[src/rtl/s2a_pkg.sv]
// Shared types, codes and translation tables for the scancode-to-ASCII key queue.
package s2a_pkg;

    // Field widths fixed by the item formats.
    localparam int unsigned OP_W    = 2;
    localparam int unsigned BYTE_W  = 8;
    localparam int unsigned LIMIT_W = 7;

    // Operation codes carried in the op field.
    localparam logic [OP_W-1:0] OP_KEY   = 2'd0;
    localparam logic [OP_W-1:0] OP_READ  = 2'd1;
    localparam logic [OP_W-1:0] OP_FLUSH = 2'd2;

    // Controller status bits.
    localparam int unsigned STAT_OBF_BIT = 0;
    localparam int unsigned STAT_AUX_BIT = 5;

    // Set-1 scancodes for the shift keys and the release marker.
    localparam logic [BYTE_W-1:0] SC_LSHIFT_MAKE  = 8'h2A;
    localparam logic [BYTE_W-1:0] SC_RSHIFT_MAKE  = 8'h36;
    localparam logic [BYTE_W-1:0] SC_LSHIFT_BREAK = 8'hAA;
    localparam logic [BYTE_W-1:0] SC_RSHIFT_BREAK = 8'hB6;
    localparam int unsigned       SC_BREAK_BIT    = 7;

    // Depth of the command queue between the front and the back.
    localparam int unsigned CMDQ_DEPTH = 2;
    localparam int unsigned CMDQ_IW    = $clog2(CMDQ_DEPTH);
    localparam int unsigned CMDQ_CW    = $clog2(CMDQ_DEPTH + 1);

    // One input item.
    typedef struct packed {
        logic [OP_W-1:0]    op;
        logic [BYTE_W-1:0]  ctrl_status;
        logic [BYTE_W-1:0]  scan_byte;
        logic [LIMIT_W-1:0] read_limit;
    } t_in_item;

    // One result item.
    typedef struct packed {
        logic [BYTE_W-1:0]  char_byte;
        logic               key_queued;
        logic               byte_valid;
        logic [LIMIT_W-1:0] bytes_popped;
        logic               last_result;
    } t_out_item;

    // Classified work handed from the front to the back.
    typedef enum logic [1:0] {
        CMD_KEY   = 2'd0,
        CMD_READ  = 2'd1,
        CMD_FLUSH = 2'd2,
        CMD_NOP   = 2'd3
    } t_cmd_kind;

    typedef struct packed {
        t_cmd_kind          kind;
        logic [BYTE_W-1:0]  ch;
        logic [LIMIT_W-1:0] limit;
    } t_cmd;

    // US layout, no shift.
    function automatic logic [BYTE_W-1:0] f_plain(input logic [6:0] code);
        logic [BYTE_W-1:0] ch;
        case (code)
            7'd1:    ch = 8'h1B;
            7'd2:    ch = 8'h31;
            7'd3:    ch = 8'h32;
            7'd4:    ch = 8'h33;
            7'd5:    ch = 8'h34;
            7'd6:    ch = 8'h35;
            7'd7:    ch = 8'h36;
            7'd8:    ch = 8'h37;
            7'd9:    ch = 8'h38;
            7'd10:   ch = 8'h39;
            7'd11:   ch = 8'h30;
            7'd12:   ch = 8'h2D;
            7'd13:   ch = 8'h3D;
            7'd14:   ch = 8'h08;
            7'd15:   ch = 8'h09;
            7'd16:   ch = 8'h71;
            7'd17:   ch = 8'h77;
            7'd18:   ch = 8'h65;
            7'd19:   ch = 8'h72;
            7'd20:   ch = 8'h74;
            7'd21:   ch = 8'h79;
            7'd22:   ch = 8'h75;
            7'd23:   ch = 8'h69;
            7'd24:   ch = 8'h6F;
            7'd25:   ch = 8'h70;
            7'd26:   ch = 8'h5B;
            7'd27:   ch = 8'h5D;
            7'd28:   ch = 8'h0A;
            7'd30:   ch = 8'h61;
            7'd31:   ch = 8'h73;
            7'd32:   ch = 8'h64;
            7'd33:   ch = 8'h66;
            7'd34:   ch = 8'h67;
            7'd35:   ch = 8'h68;
            7'd36:   ch = 8'h6A;
            7'd37:   ch = 8'h6B;
            7'd38:   ch = 8'h6C;
            7'd39:   ch = 8'h3B;
            7'd40:   ch = 8'h27;
            7'd41:   ch = 8'h60;
            7'd43:   ch = 8'h5C;
            7'd44:   ch = 8'h7A;
            7'd45:   ch = 8'h78;
            7'd46:   ch = 8'h63;
            7'd47:   ch = 8'h76;
            7'd48:   ch = 8'h62;
            7'd49:   ch = 8'h6E;
            7'd50:   ch = 8'h6D;
            7'd51:   ch = 8'h2C;
            7'd52:   ch = 8'h2E;
            7'd53:   ch = 8'h2F;
            7'd55:   ch = 8'h2A;
            7'd57:   ch = 8'h20;
            7'd74:   ch = 8'h2D;
            7'd78:   ch = 8'h2B;
            default: ch = 8'h00;
        endcase
        return ch;
    endfunction

    // US layout with shift held.
    function automatic logic [BYTE_W-1:0] f_shifted(input logic [6:0] code);
        logic [BYTE_W-1:0] ch;
        case (code)
            7'd1:    ch = 8'h1B;
            7'd2:    ch = 8'h21;
            7'd3:    ch = 8'h40;
            7'd4:    ch = 8'h23;
            7'd5:    ch = 8'h24;
            7'd6:    ch = 8'h25;
            7'd7:    ch = 8'h5E;
            7'd8:    ch = 8'h26;
            7'd9:    ch = 8'h2A;
            7'd10:   ch = 8'h28;
            7'd11:   ch = 8'h29;
            7'd12:   ch = 8'h5F;
            7'd13:   ch = 8'h2B;
            7'd14:   ch = 8'h08;
            7'd15:   ch = 8'h09;
            7'd16:   ch = 8'h51;
            7'd17:   ch = 8'h57;
            7'd18:   ch = 8'h45;
            7'd19:   ch = 8'h52;
            7'd20:   ch = 8'h54;
            7'd21:   ch = 8'h59;
            7'd22:   ch = 8'h55;
            7'd23:   ch = 8'h49;
            7'd24:   ch = 8'h4F;
            7'd25:   ch = 8'h50;
            7'd26:   ch = 8'h7B;
            7'd27:   ch = 8'h7D;
            7'd28:   ch = 8'h0A;
            7'd30:   ch = 8'h41;
            7'd31:   ch = 8'h53;
            7'd32:   ch = 8'h44;
            7'd33:   ch = 8'h46;
            7'd34:   ch = 8'h47;
            7'd35:   ch = 8'h48;
            7'd36:   ch = 8'h4A;
            7'd37:   ch = 8'h4B;
            7'd38:   ch = 8'h4C;
            7'd39:   ch = 8'h3A;
            7'd40:   ch = 8'h22;
            7'd41:   ch = 8'h7E;
            7'd43:   ch = 8'h7C;
            7'd44:   ch = 8'h5A;
            7'd45:   ch = 8'h58;
            7'd46:   ch = 8'h43;
            7'd47:   ch = 8'h56;
            7'd48:   ch = 8'h42;
            7'd49:   ch = 8'h4E;
            7'd50:   ch = 8'h4D;
            7'd51:   ch = 8'h3C;
            7'd52:   ch = 8'h3E;
            7'd53:   ch = 8'h3F;
            7'd55:   ch = 8'h2A;
            7'd57:   ch = 8'h20;
            7'd74:   ch = 8'h2D;
            7'd78:   ch = 8'h2B;
            default: ch = 8'h00;
        endcase
        return ch;
    endfunction

endpackage

[src/rtl/s2a_front.sv]
// Front end: accepts items, tracks the shift key and classifies each item into a command.
module s2a_front #(
    parameter int unsigned MAX_READ = 64
) (
    input  logic              i_clk,
    input  logic              i_rst_n,
    input  logic              i_valid,
    output logic              o_ready,
    input  s2a_pkg::t_in_item i_item,
    input  logic              i_q_full,
    output logic              o_push,
    output s2a_pkg::t_cmd     o_cmd
);
    import s2a_pkg::*;

    logic              r_shift;
    logic              n_shift;
    logic              guard;
    logic [BYTE_W-1:0] code;

    assign o_ready = !i_q_full;
    assign o_push  = i_valid && !i_q_full;
    assign code    = i_item.scan_byte;
    assign guard   = i_item.ctrl_status[STAT_OBF_BIT] && !i_item.ctrl_status[STAT_AUX_BIT];

    // Classify the item and work out the shift flag it leaves behind.
    always_comb begin
        n_shift     = r_shift;
        o_cmd.kind  = CMD_NOP;
        o_cmd.ch    = '0;
        o_cmd.limit = '0;
        unique case (i_item.op)
            OP_KEY: begin
                o_cmd.kind = CMD_KEY;
                if (guard) begin
                    if (code == SC_LSHIFT_MAKE || code == SC_RSHIFT_MAKE) begin
                        n_shift = 1'b1;
                    end else if (code == SC_LSHIFT_BREAK || code == SC_RSHIFT_BREAK) begin
                        n_shift = 1'b0;
                    end else if (!code[SC_BREAK_BIT]) begin
                        o_cmd.ch = r_shift ? f_shifted(code[6:0]) : f_plain(code[6:0]);
                    end
                end
            end
            OP_READ: begin
                o_cmd.kind  = CMD_READ;
                o_cmd.limit = (i_item.read_limit > LIMIT_W'(MAX_READ)) ?
                              LIMIT_W'(MAX_READ) : i_item.read_limit;
            end
            OP_FLUSH: begin
                o_cmd.kind = CMD_FLUSH;
            end
            default: begin
                o_cmd.kind = CMD_NOP;
            end
        endcase
    end

    // The shift flag changes only when a key item is actually taken.
    always_ff @(posedge i_clk) begin
        if (!i_rst_n) begin
            r_shift <= 1'b0;
        end else if (o_push) begin
            r_shift <= n_shift;
        end
    end

endmodule

[src/rtl/s2a_cmd_queue.sv]
// Short command queue that decouples the front end from the back end.
module s2a_cmd_queue (
    input  logic          i_clk,
    input  logic          i_rst_n,
    input  logic          i_push,
    input  s2a_pkg::t_cmd i_cmd,
    output logic          o_full,
    output logic          o_valid,
    input  logic          i_pop,
    output s2a_pkg::t_cmd o_cmd
);
    import s2a_pkg::*;

    t_cmd               r_entry [CMDQ_DEPTH];
    logic [CMDQ_IW-1:0] r_wr_idx;
    logic [CMDQ_IW-1:0] r_rd_idx;
    logic [CMDQ_CW-1:0] r_count;
    logic               do_pop;

    assign o_full  = (r_count == CMDQ_CW'(CMDQ_DEPTH));
    assign o_valid = (r_count != '0);
    assign o_cmd   = r_entry[r_rd_idx];
    assign do_pop  = i_pop && o_valid;

    function automatic logic [CMDQ_IW-1:0] f_inc(input logic [CMDQ_IW-1:0] idx);
        return (idx == CMDQ_IW'(CMDQ_DEPTH - 1)) ? '0 : idx + 1'b1;
    endfunction

    // Entry storage.
    always_ff @(posedge i_clk) begin
        if (i_push) begin
            r_entry[r_wr_idx] <= i_cmd;
        end
    end

    // Indexes and fill count.
    always_ff @(posedge i_clk) begin
        if (!i_rst_n) begin
            r_wr_idx <= '0;
            r_rd_idx <= '0;
            r_count  <= '0;
        end else begin
            if (i_push) begin
                r_wr_idx <= f_inc(r_wr_idx);
            end
            if (do_pop) begin
                r_rd_idx <= f_inc(r_rd_idx);
            end
            if (i_push && !do_pop) begin
                r_count <= r_count + 1'b1;
            end else if (do_pop && !i_push) begin
                r_count <= r_count - 1'b1;
            end
        end
    end

endmodule

[src/rtl/s2a_back.sv]
// Back end: character store, ring pointers, read sequencer and the output register.
module s2a_back #(
    parameter int unsigned FIFO_DEPTH = 256
) (
    input  logic               i_clk,
    input  logic               i_rst_n,
    input  logic               i_q_valid,
    input  s2a_pkg::t_cmd      i_cmd,
    output logic               o_q_pop,
    output logic               o_out_valid,
    input  logic               i_out_ready,
    output s2a_pkg::t_out_item o_out_item
);
    import s2a_pkg::*;

    localparam int unsigned PW = $clog2(FIFO_DEPTH);

    typedef enum logic [2:0] {
        S_IDLE = 3'b001,
        S_LOAD = 3'b010,
        S_EMIT = 3'b100
    } t_state;

    t_state             r_state;
    t_state             n_state;
    logic [BYTE_W-1:0]  r_store [FIFO_DEPTH];
    logic [BYTE_W-1:0]  r_rd_data;
    logic [PW-1:0]      r_wr_ptr;
    logic [PW-1:0]      n_wr_ptr;
    logic [PW-1:0]      r_rd_ptr;
    logic [PW-1:0]      n_rd_ptr;
    logic [LIMIT_W-1:0] r_limit;
    logic [LIMIT_W-1:0] n_limit;
    logic [LIMIT_W-1:0] r_cnt;
    logic [LIMIT_W-1:0] n_cnt;
    logic [LIMIT_W-1:0] cnt_inc;
    t_out_item          r_out;
    t_out_item          n_out;
    logic               r_out_valid;
    logic               n_out_valid;
    logic               out_free;
    logic               wr_en;
    logic               fifo_empty;
    logic               pop_last;

    function automatic logic [PW-1:0] f_next(input logic [PW-1:0] p);
        return (p == PW'(FIFO_DEPTH - 1)) ? '0 : p + 1'b1;
    endfunction

    assign out_free    = !r_out_valid || i_out_ready;
    assign fifo_empty  = (r_wr_ptr == r_rd_ptr);
    assign cnt_inc     = r_cnt + 1'b1;
    assign pop_last    = (cnt_inc == r_limit) || (f_next(r_rd_ptr) == r_wr_ptr);
    assign o_out_valid = r_out_valid;
    assign o_out_item  = r_out;

    // Command execution and read sequencing.
    always_comb begin
        n_state     = r_state;
        n_wr_ptr    = r_wr_ptr;
        n_rd_ptr    = r_rd_ptr;
        n_limit     = r_limit;
        n_cnt       = r_cnt;
        n_out       = r_out;
        n_out_valid = r_out_valid && !i_out_ready;
        o_q_pop     = 1'b0;
        wr_en       = 1'b0;
        unique case (r_state)
            S_IDLE: begin
                if (i_q_valid && out_free) begin
                    o_q_pop     = 1'b1;
                    n_out       = '0;
                    n_out.last_result = 1'b1;
                    n_out_valid = 1'b1;
                    case (i_cmd.kind)
                        CMD_KEY: begin
                            wr_en = (i_cmd.ch != '0) && (f_next(r_wr_ptr) != r_rd_ptr);
                            n_out.char_byte  = i_cmd.ch;
                            n_out.key_queued = wr_en;
                            if (wr_en) begin
                                n_wr_ptr = f_next(r_wr_ptr);
                            end
                        end
                        CMD_READ: begin
                            // Pops start after the load state; an empty or zero-limit read answers at once.
                            if (i_cmd.limit != '0 && !fifo_empty) begin
                                n_out_valid = 1'b0;
                                n_limit     = i_cmd.limit;
                                n_cnt       = '0;
                                n_state     = S_LOAD;
                            end
                        end
                        CMD_FLUSH: begin
                            n_wr_ptr = '0;
                            n_rd_ptr = '0;
                        end
                        default: begin
                        end
                    endcase
                end
            end
            S_LOAD: begin
                n_state = S_EMIT;
            end
            S_EMIT: begin
                if (out_free) begin
                    n_out_valid        = 1'b1;
                    n_out.char_byte    = r_rd_data;
                    n_out.key_queued   = 1'b0;
                    n_out.byte_valid   = 1'b1;
                    n_out.bytes_popped = cnt_inc;
                    n_out.last_result  = pop_last;
                    n_cnt              = cnt_inc;
                    n_rd_ptr           = f_next(r_rd_ptr);
                    n_state            = pop_last ? S_IDLE : S_LOAD;
                end
            end
            default: begin
                n_state = S_IDLE;
            end
        endcase
    end

    // Character store with a registered read port at the read pointer.
    always_ff @(posedge i_clk) begin
        if (wr_en) begin
            r_store[r_wr_ptr] <= i_cmd.ch;
        end
        r_rd_data <= r_store[r_rd_ptr];
    end

    // Control state.
    always_ff @(posedge i_clk) begin
        if (!i_rst_n) begin
            r_state     <= S_IDLE;
            r_wr_ptr    <= '0;
            r_rd_ptr    <= '0;
            r_out_valid <= 1'b0;
        end else begin
            r_state     <= n_state;
            r_wr_ptr    <= n_wr_ptr;
            r_rd_ptr    <= n_rd_ptr;
            r_out_valid <= n_out_valid;
        end
    end

    // Payload registers.
    always_ff @(posedge i_clk) begin
        r_out   <= n_out;
        r_limit <= n_limit;
        r_cnt   <= n_cnt;
    end

`ifndef ASSERT_OFF
    // A stored character always leaves the queue non-empty.
    a_write_nonempty: assert property (@(posedge i_clk) disable iff (!i_rst_n)
        wr_en |=> (r_wr_ptr != r_rd_ptr))
        else $error("character store empty right after a write");

    // A read in progress only ever pops from a non-empty queue.
    a_pop_nonempty: assert property (@(posedge i_clk) disable iff (!i_rst_n)
        (r_state == S_LOAD || r_state == S_EMIT) |-> (r_wr_ptr != r_rd_ptr))
        else $error("read sequencer active on an empty store");

    // The pop count stays below the limit while a read is active.
    a_cnt_bound: assert property (@(posedge i_clk) disable iff (!i_rst_n)
        (r_state == S_LOAD || r_state == S_EMIT) |-> (r_cnt < r_limit))
        else $error("read popped past its limit");

    // Pointers never leave the ring.
    a_ptr_range: assert property (@(posedge i_clk) disable iff (!i_rst_n)
        (r_wr_ptr <= PW'(FIFO_DEPTH - 1)) && (r_rd_ptr <= PW'(FIFO_DEPTH - 1)))
        else $error("ring pointer out of range");

    // A finished pop always leaves a result behind.
    a_emit_out: assert property (@(posedge i_clk) disable iff (!i_rst_n)
        (r_state == S_EMIT && out_free) |=> r_out_valid && r_out.byte_valid)
        else $error("pop produced no result");
`endif

endmodule

[src/rtl/scancode_to_ascii_key_fifo.sv]
// Top level: set-1 scancode decoder feeding a character queue with read and flush.
//
//   channel  direction  handshake                 payload
//   input    in         i_in_valid / o_in_ready    i_in_item  (t_in_item)
//   output   out        o_out_valid / i_out_ready  o_out_item (t_out_item)
//
// Key, flush and unused-op items are handled in the back end's idle state, so they sustain
// one item per cycle while the output is taken; the result passes through the command queue and the output register.
// A read alternates a load state and an emit state for each popped byte: the registered read
// port of the character store must be loaded before each byte is emitted.
// Reset is synchronous; the character store is not cleared and needs no clearing pass.
// A two-entry command queue lets the input keep accepting while a result waits.
module scancode_to_ascii_key_fifo #(
    parameter int unsigned FIFO_DEPTH = 256,
    parameter int unsigned MAX_READ   = 64
) (
    input  logic               i_clk,
    input  logic               i_rst_n,
    input  logic               i_in_valid,
    output logic               o_in_ready,
    input  s2a_pkg::t_in_item  i_in_item,
    output logic               o_out_valid,
    input  logic               i_out_ready,
    output s2a_pkg::t_out_item o_out_item
);
    import s2a_pkg::*;

    logic q_full;
    logic q_push;
    logic q_valid;
    logic q_pop;
    t_cmd push_cmd;
    t_cmd head_cmd;

    // Item intake and classification.
    s2a_front #(
        .MAX_READ (MAX_READ)
    ) u_front (
        .i_clk    (i_clk),
        .i_rst_n  (i_rst_n),
        .i_valid  (i_in_valid),
        .o_ready  (o_in_ready),
        .i_item   (i_in_item),
        .i_q_full (q_full),
        .o_push   (q_push),
        .o_cmd    (push_cmd)
    );

    // Command queue between the two halves.
    s2a_cmd_queue u_queue (
        .i_clk   (i_clk),
        .i_rst_n (i_rst_n),
        .i_push  (q_push),
        .i_cmd   (push_cmd),
        .o_full  (q_full),
        .o_valid (q_valid),
        .i_pop   (q_pop),
        .o_cmd   (head_cmd)
    );

    // Store, pointers and result generation.
    s2a_back #(
        .FIFO_DEPTH (FIFO_DEPTH)
    ) u_back (
        .i_clk       (i_clk),
        .i_rst_n     (i_rst_n),
        .i_q_valid   (q_valid),
        .i_cmd       (head_cmd),
        .o_q_pop     (q_pop),
        .o_out_valid (o_out_valid),
        .i_out_ready (i_out_ready),
        .o_out_item  (o_out_item)
    );

endmodule

[config.mk]
export PLATFORM = sky130hd
export DESIGN_NAME = scancode_to_ascii_key_fifo
export DESIGN_NICKNAME = d
export VERILOG_FILES = /design/src/rtl/s2a_pkg.sv /design/src/rtl/s2a_front.sv /design/src/rtl/s2a_cmd_queue.sv /design/src/rtl/s2a_back.sv /design/src/rtl/scancode_to_ascii_key_fifo.sv
export SDC_FILE = /design/constraint.sdc
export NUM_CORES = 2
export LEC_CHECK = 0
export BUFFER_PORTS_ARGS = -buffer_cell sky130_fd_sc_hd__clkbuf_2
export CAP_MARGIN = 10
export CORE_ASPECT_RATIO = 1.25
export CORE_MARGIN = 1
export CORE_UTILIZATION = 30
export CTS_CLUSTER_SIZE = 20
export DETAILED_ROUTE_END_ITERATION = 10
export PLACE_DENSITY = 0.5
export SLEW_MARGIN = 20
export SYNTH_ARGS = -nofsm -noshare
export SYNTH_HDL_FRONTEND = slang
export SYNTH_HIERARCHICAL = 1
export SYNTH_MEMORY_MAX_BITS = 65536
export SYNTH_SLANG_ARGS = --single-unit
[constraint.sdc]
create_clock -name i_clk -period 6.2 [get_ports i_clk]
set_clock_uncertainty 0.05 [all_clocks]
set_input_delay 0.31 -clock i_clk [delete_from_list [all_inputs] [get_ports i_clk]]
set_output_delay 0.31 -clock i_clk [all_outputs]
set_load 0.02 [all_outputs]
==> summary.md <==
| Metric | Value |
|---|---|
| Status | `completed` |
| Die height | `597 µm` |
| Placed Cells incl. Taps | `7808` |
| Ys Warns | `6` |
| HPWL Detailed | `141000 µm` |
| Critical Path AT | `5.61 ns` |
| Layout cell share with drive strength beyond 1 | `0.244` |
| Worst Setup Path Type | `flip-flop to flip-flop` |
| Clock tree buffer depth | `4` |
| Post-Layout Cell Count | `8202` |
| CTS tree | `yes` |
| Hold buffer count at cts | `18` |
| Fin util | `0.344` |
| IO Port Bufs | `42` |
| Die ar. | `285000 µm²` |
| Worst skew pair latency | `0.88 ns` |
| Number of global-route vias before repair | `43500` |
| Wire per inst | `28.4 µm` |
| Starting DRC count in detailed routing | `3930` |
| H-tree depth reported by CTS | `4` |
| IO Count | `49` |
| Post-CTS resize count | `0` |
| Tcrit/Tclk final | `0.834` |
| Synth Instances | `4173` |
| Mean Syn Cell Area | `20.3 µm²` |
| Vias per std cell | `between 5 and 6` |
| P_leak | `29.0 nW` |
| Row cnt | `218` |
| Peak VDD IR | `roughly 0.22 mV` |
| First-pass GRT wire length | `331000 µm` |
| Final Max Slew Viols | `0` |
| Critical Path Start Type | `flip-flop` |
| Initial Utilization | `0.301` |
| CP Capture Type | `flip-flop` |
| Final number of setup-violating endpoints | `0` |
| Placement Setup Slack | `1.13 ns` |
| Syn Std Cell Area | `84900 µm²` |
| CTS Buf Count | `roughly 200` |
| Max incr delay on CP | `0.98 ns` |
| Antenna violations before repair | `6` |
| Power Density | `340 nW/µm²` |
| Pin count of the biggest net entering global routing | `205` |
| Setup bufs post-CTS | `0` |
| Fmax | `193 MHz` |
| Clock sinks | `2148` |
| MaxCap Viol Count | `0` |
| Yosys cell types | `78` |
| Synth Net Count | `~4200` |
| Slew HR | `0.259` |
| Final hold vios | `0` |
| Vias | `~42000` |
| Slew @ Worst Pin | `1.11 ns` |
| Final worst slack | `1.03 ns` |
| Critical Path RT | `6.64 ns` |
| Flop and latch count out of synthesis | `roughly 2100` |
| Top FF cell, synth | `edfxtp_1` |
| Worst path cell trace | `ha_1 > nand3_2 > o21ai_0 > o221ai_1 > o22ai_1 > o311a_2 > buf_12 > nand4_1 > nor2_1` |
| Asr flop ratio synth | `0` |
| Root Buffer | `clkbuf_16` |
| Min Tclk post-route | `5.17 ns` |
| Total core area | `282000 µm²` |
| TritonRoute pass-1 iters | `8` |
| RSZ-0062 raised after global routing | `no` |
| Routed Antenna Nets | `0` |
| TNS Setup | `0 ns` |
| Peak fanout along the critical path | `16` |
| Die width | `between 400 and 500 µm` |
| WP buf/inv | `1` |
| GRT Overall Usage | `0.162` |
| Post-synth EDFFs | `2114` |
| # nets final | `4346` |
| Grt total ovfl | `0` |
| Global placement routability congestion | `0.854` |
| Hold crit path type | `primary input to flip-flop` |
| Family with the most delay on the worst path | `simple AND/OR/NAND/NOR gates` |
| WL final | `233000 µm` |
| Sequential area share after synthesis | `0.756` |
| Clock transition at path regs | `0.06 ns` |
| DRC Markers | `0` |
| Synth-to-Final Area Change | `14.1%` |
| CP max-delay cell | `nor2_1` |
-- routing by layer --
metal  track usage  part of all wire  up-vias
met5             0          0.000052        -
met4        0.0626             0.041        2
met3        0.0268             0.056      383
met2         0.278              0.51     1338
met1         0.203              0.40    22500
li1              -                 -    17600
-- worst register-to-register path, stage by stage, from the launching register on --
cell,delay (ns)
dfxtp_1,0.60
ha_1,0.55
nand3_2,0.43
o21ai_0,0.45
o221ai_1,0.15
o22ai_1,0.25
o311a_2,0.43
buf_12,0.26
nand4_1,0.66
nor2_1,0.98
-- cells in the final DEF, fill, tap and decap left out, types with 23 or more instances in the layout --
cell and instances:
bufinv_16 28, buf_4 103, o22ai_1 26, nor2_1 320, mux4_2 528, nand2_1 86, clkbuf_2 42, nand3_1 40
dfxtp_1 30, a221oi_1 41, buf_12 23, o21ai_0 44, edfxtp_1 2114, clkbuf_16 208, clkinv_2 34, a22oi_1 116
nor3_1 30, clkinv_1 48, a22o_1 36, a21oi_1 90
-- cell usage after synthesis (30+ instances only) --
cell | number | area (µm²)
a21oi_1 | 91 | 455
a221oi_1 | 41 | 359
a22o_1 | 36 | 315
a22oi_1 | 116 | 871
buf_2 | 72 | 360
buf_4 | 53 | 398
clkbuf_1 | 115 | 432
dfxtp_1 | 34 | 681
edfxtp_1 | 2114 | 63500
mux4_2 | 528 | 11900
nand2_1 | 94 | 353
nand3_1 | 44 | 220
nor2_1 | 326 | 1220
nor3_1 | 30 | 150
o21ai_0 | 44 | 220
-- flip-flops by register name (all words and copies together) (netlist names), 2 cells and up, named ones only --
| name | flops |
|---|---|
| u_back/r_cnt | 7 |
| u_back/o_out_item | 18 |
| u_back/r_rd_ptr | 8 |
| u_queue/r_entry | 34 |
| u_back/r_state | 3 |
| u_back/r_store | 2048 |
| u_back/r_limit | 7 |
| u_back/r_wr_ptr | 8 |
| u_queue/r_count | 2 |
| u_back/r_rd_data | 8 |
-- final timing paths --
kind / from / end / slack, ns / depth (start not counted)
max: u_back/r_wr_ptr[0]$_SDFFE_PN0P_ / u_back/r_store[33][6]$_DFFE_PP_ / 1.03 / 9
min: i_in_item[20] / u_queue/r_entry[0][7]$_DFFE_PP_ / 0.08 / 5
max reg2reg: u_back/r_wr_ptr[0]$_SDFFE_PN0P_ / u_back/r_store[33][6]$_DFFE_PP_ / 1.03 / 9
min reg2reg: u_back/r_state[0]$_SDFFE_PN1P_ / u_back/r_state[2]$_SDFFE_PN0P_ / 0.43 / 1
-- logic make-up after synthesis --
family                     Yosys count  synth area share
AOI/OAI and AO/OA                  452            0.0378
xor gates and xnor gates            31           0.00320
adders and majority gates           19           0.00280
buffers and inverters              297            0.0183
DFF                               2148             0.756
muxes                              574             0.146
other                                1         0.0000442
and+or+nand+nor                    651            0.0363
-- per-stage QoR --
step / area [µm²] / hold WS [ns] / power [mW]
2_1_floorplan: 84900 / 0.378 / 19.0
3_3_place_gp: 89800 / 0.407 / 20.4
3_5_place_dp: 89800 / 0.411 / 20.5
4_1_cts: 96800 / 0.0153 / 33.3
5_1_grt: 96900 / 0.0739 / 33.9
6_report: 96900 / 0.0758 / 32.9
-- where the power goes --
part / internal (mW) / switching [mW]
sequential: 17.4 / 0.0824
combinational: 0.457 / 2.23
clock: 7.30 / 5.49
-- layout make-up --
class	count	area (µm²)
Fill cell	26200	185000
Antenna cell	2	5.00
Clock inverter	140	1450
Clock buffer	229	5280
Inverter	24	90.1
Tap cell	3740	4680
Timing Repair Buffer	191	1760
Sequential cell	2148	64200
Multi-Input combinational cell	1728	19500
Power figures use the tool's default switching activity.
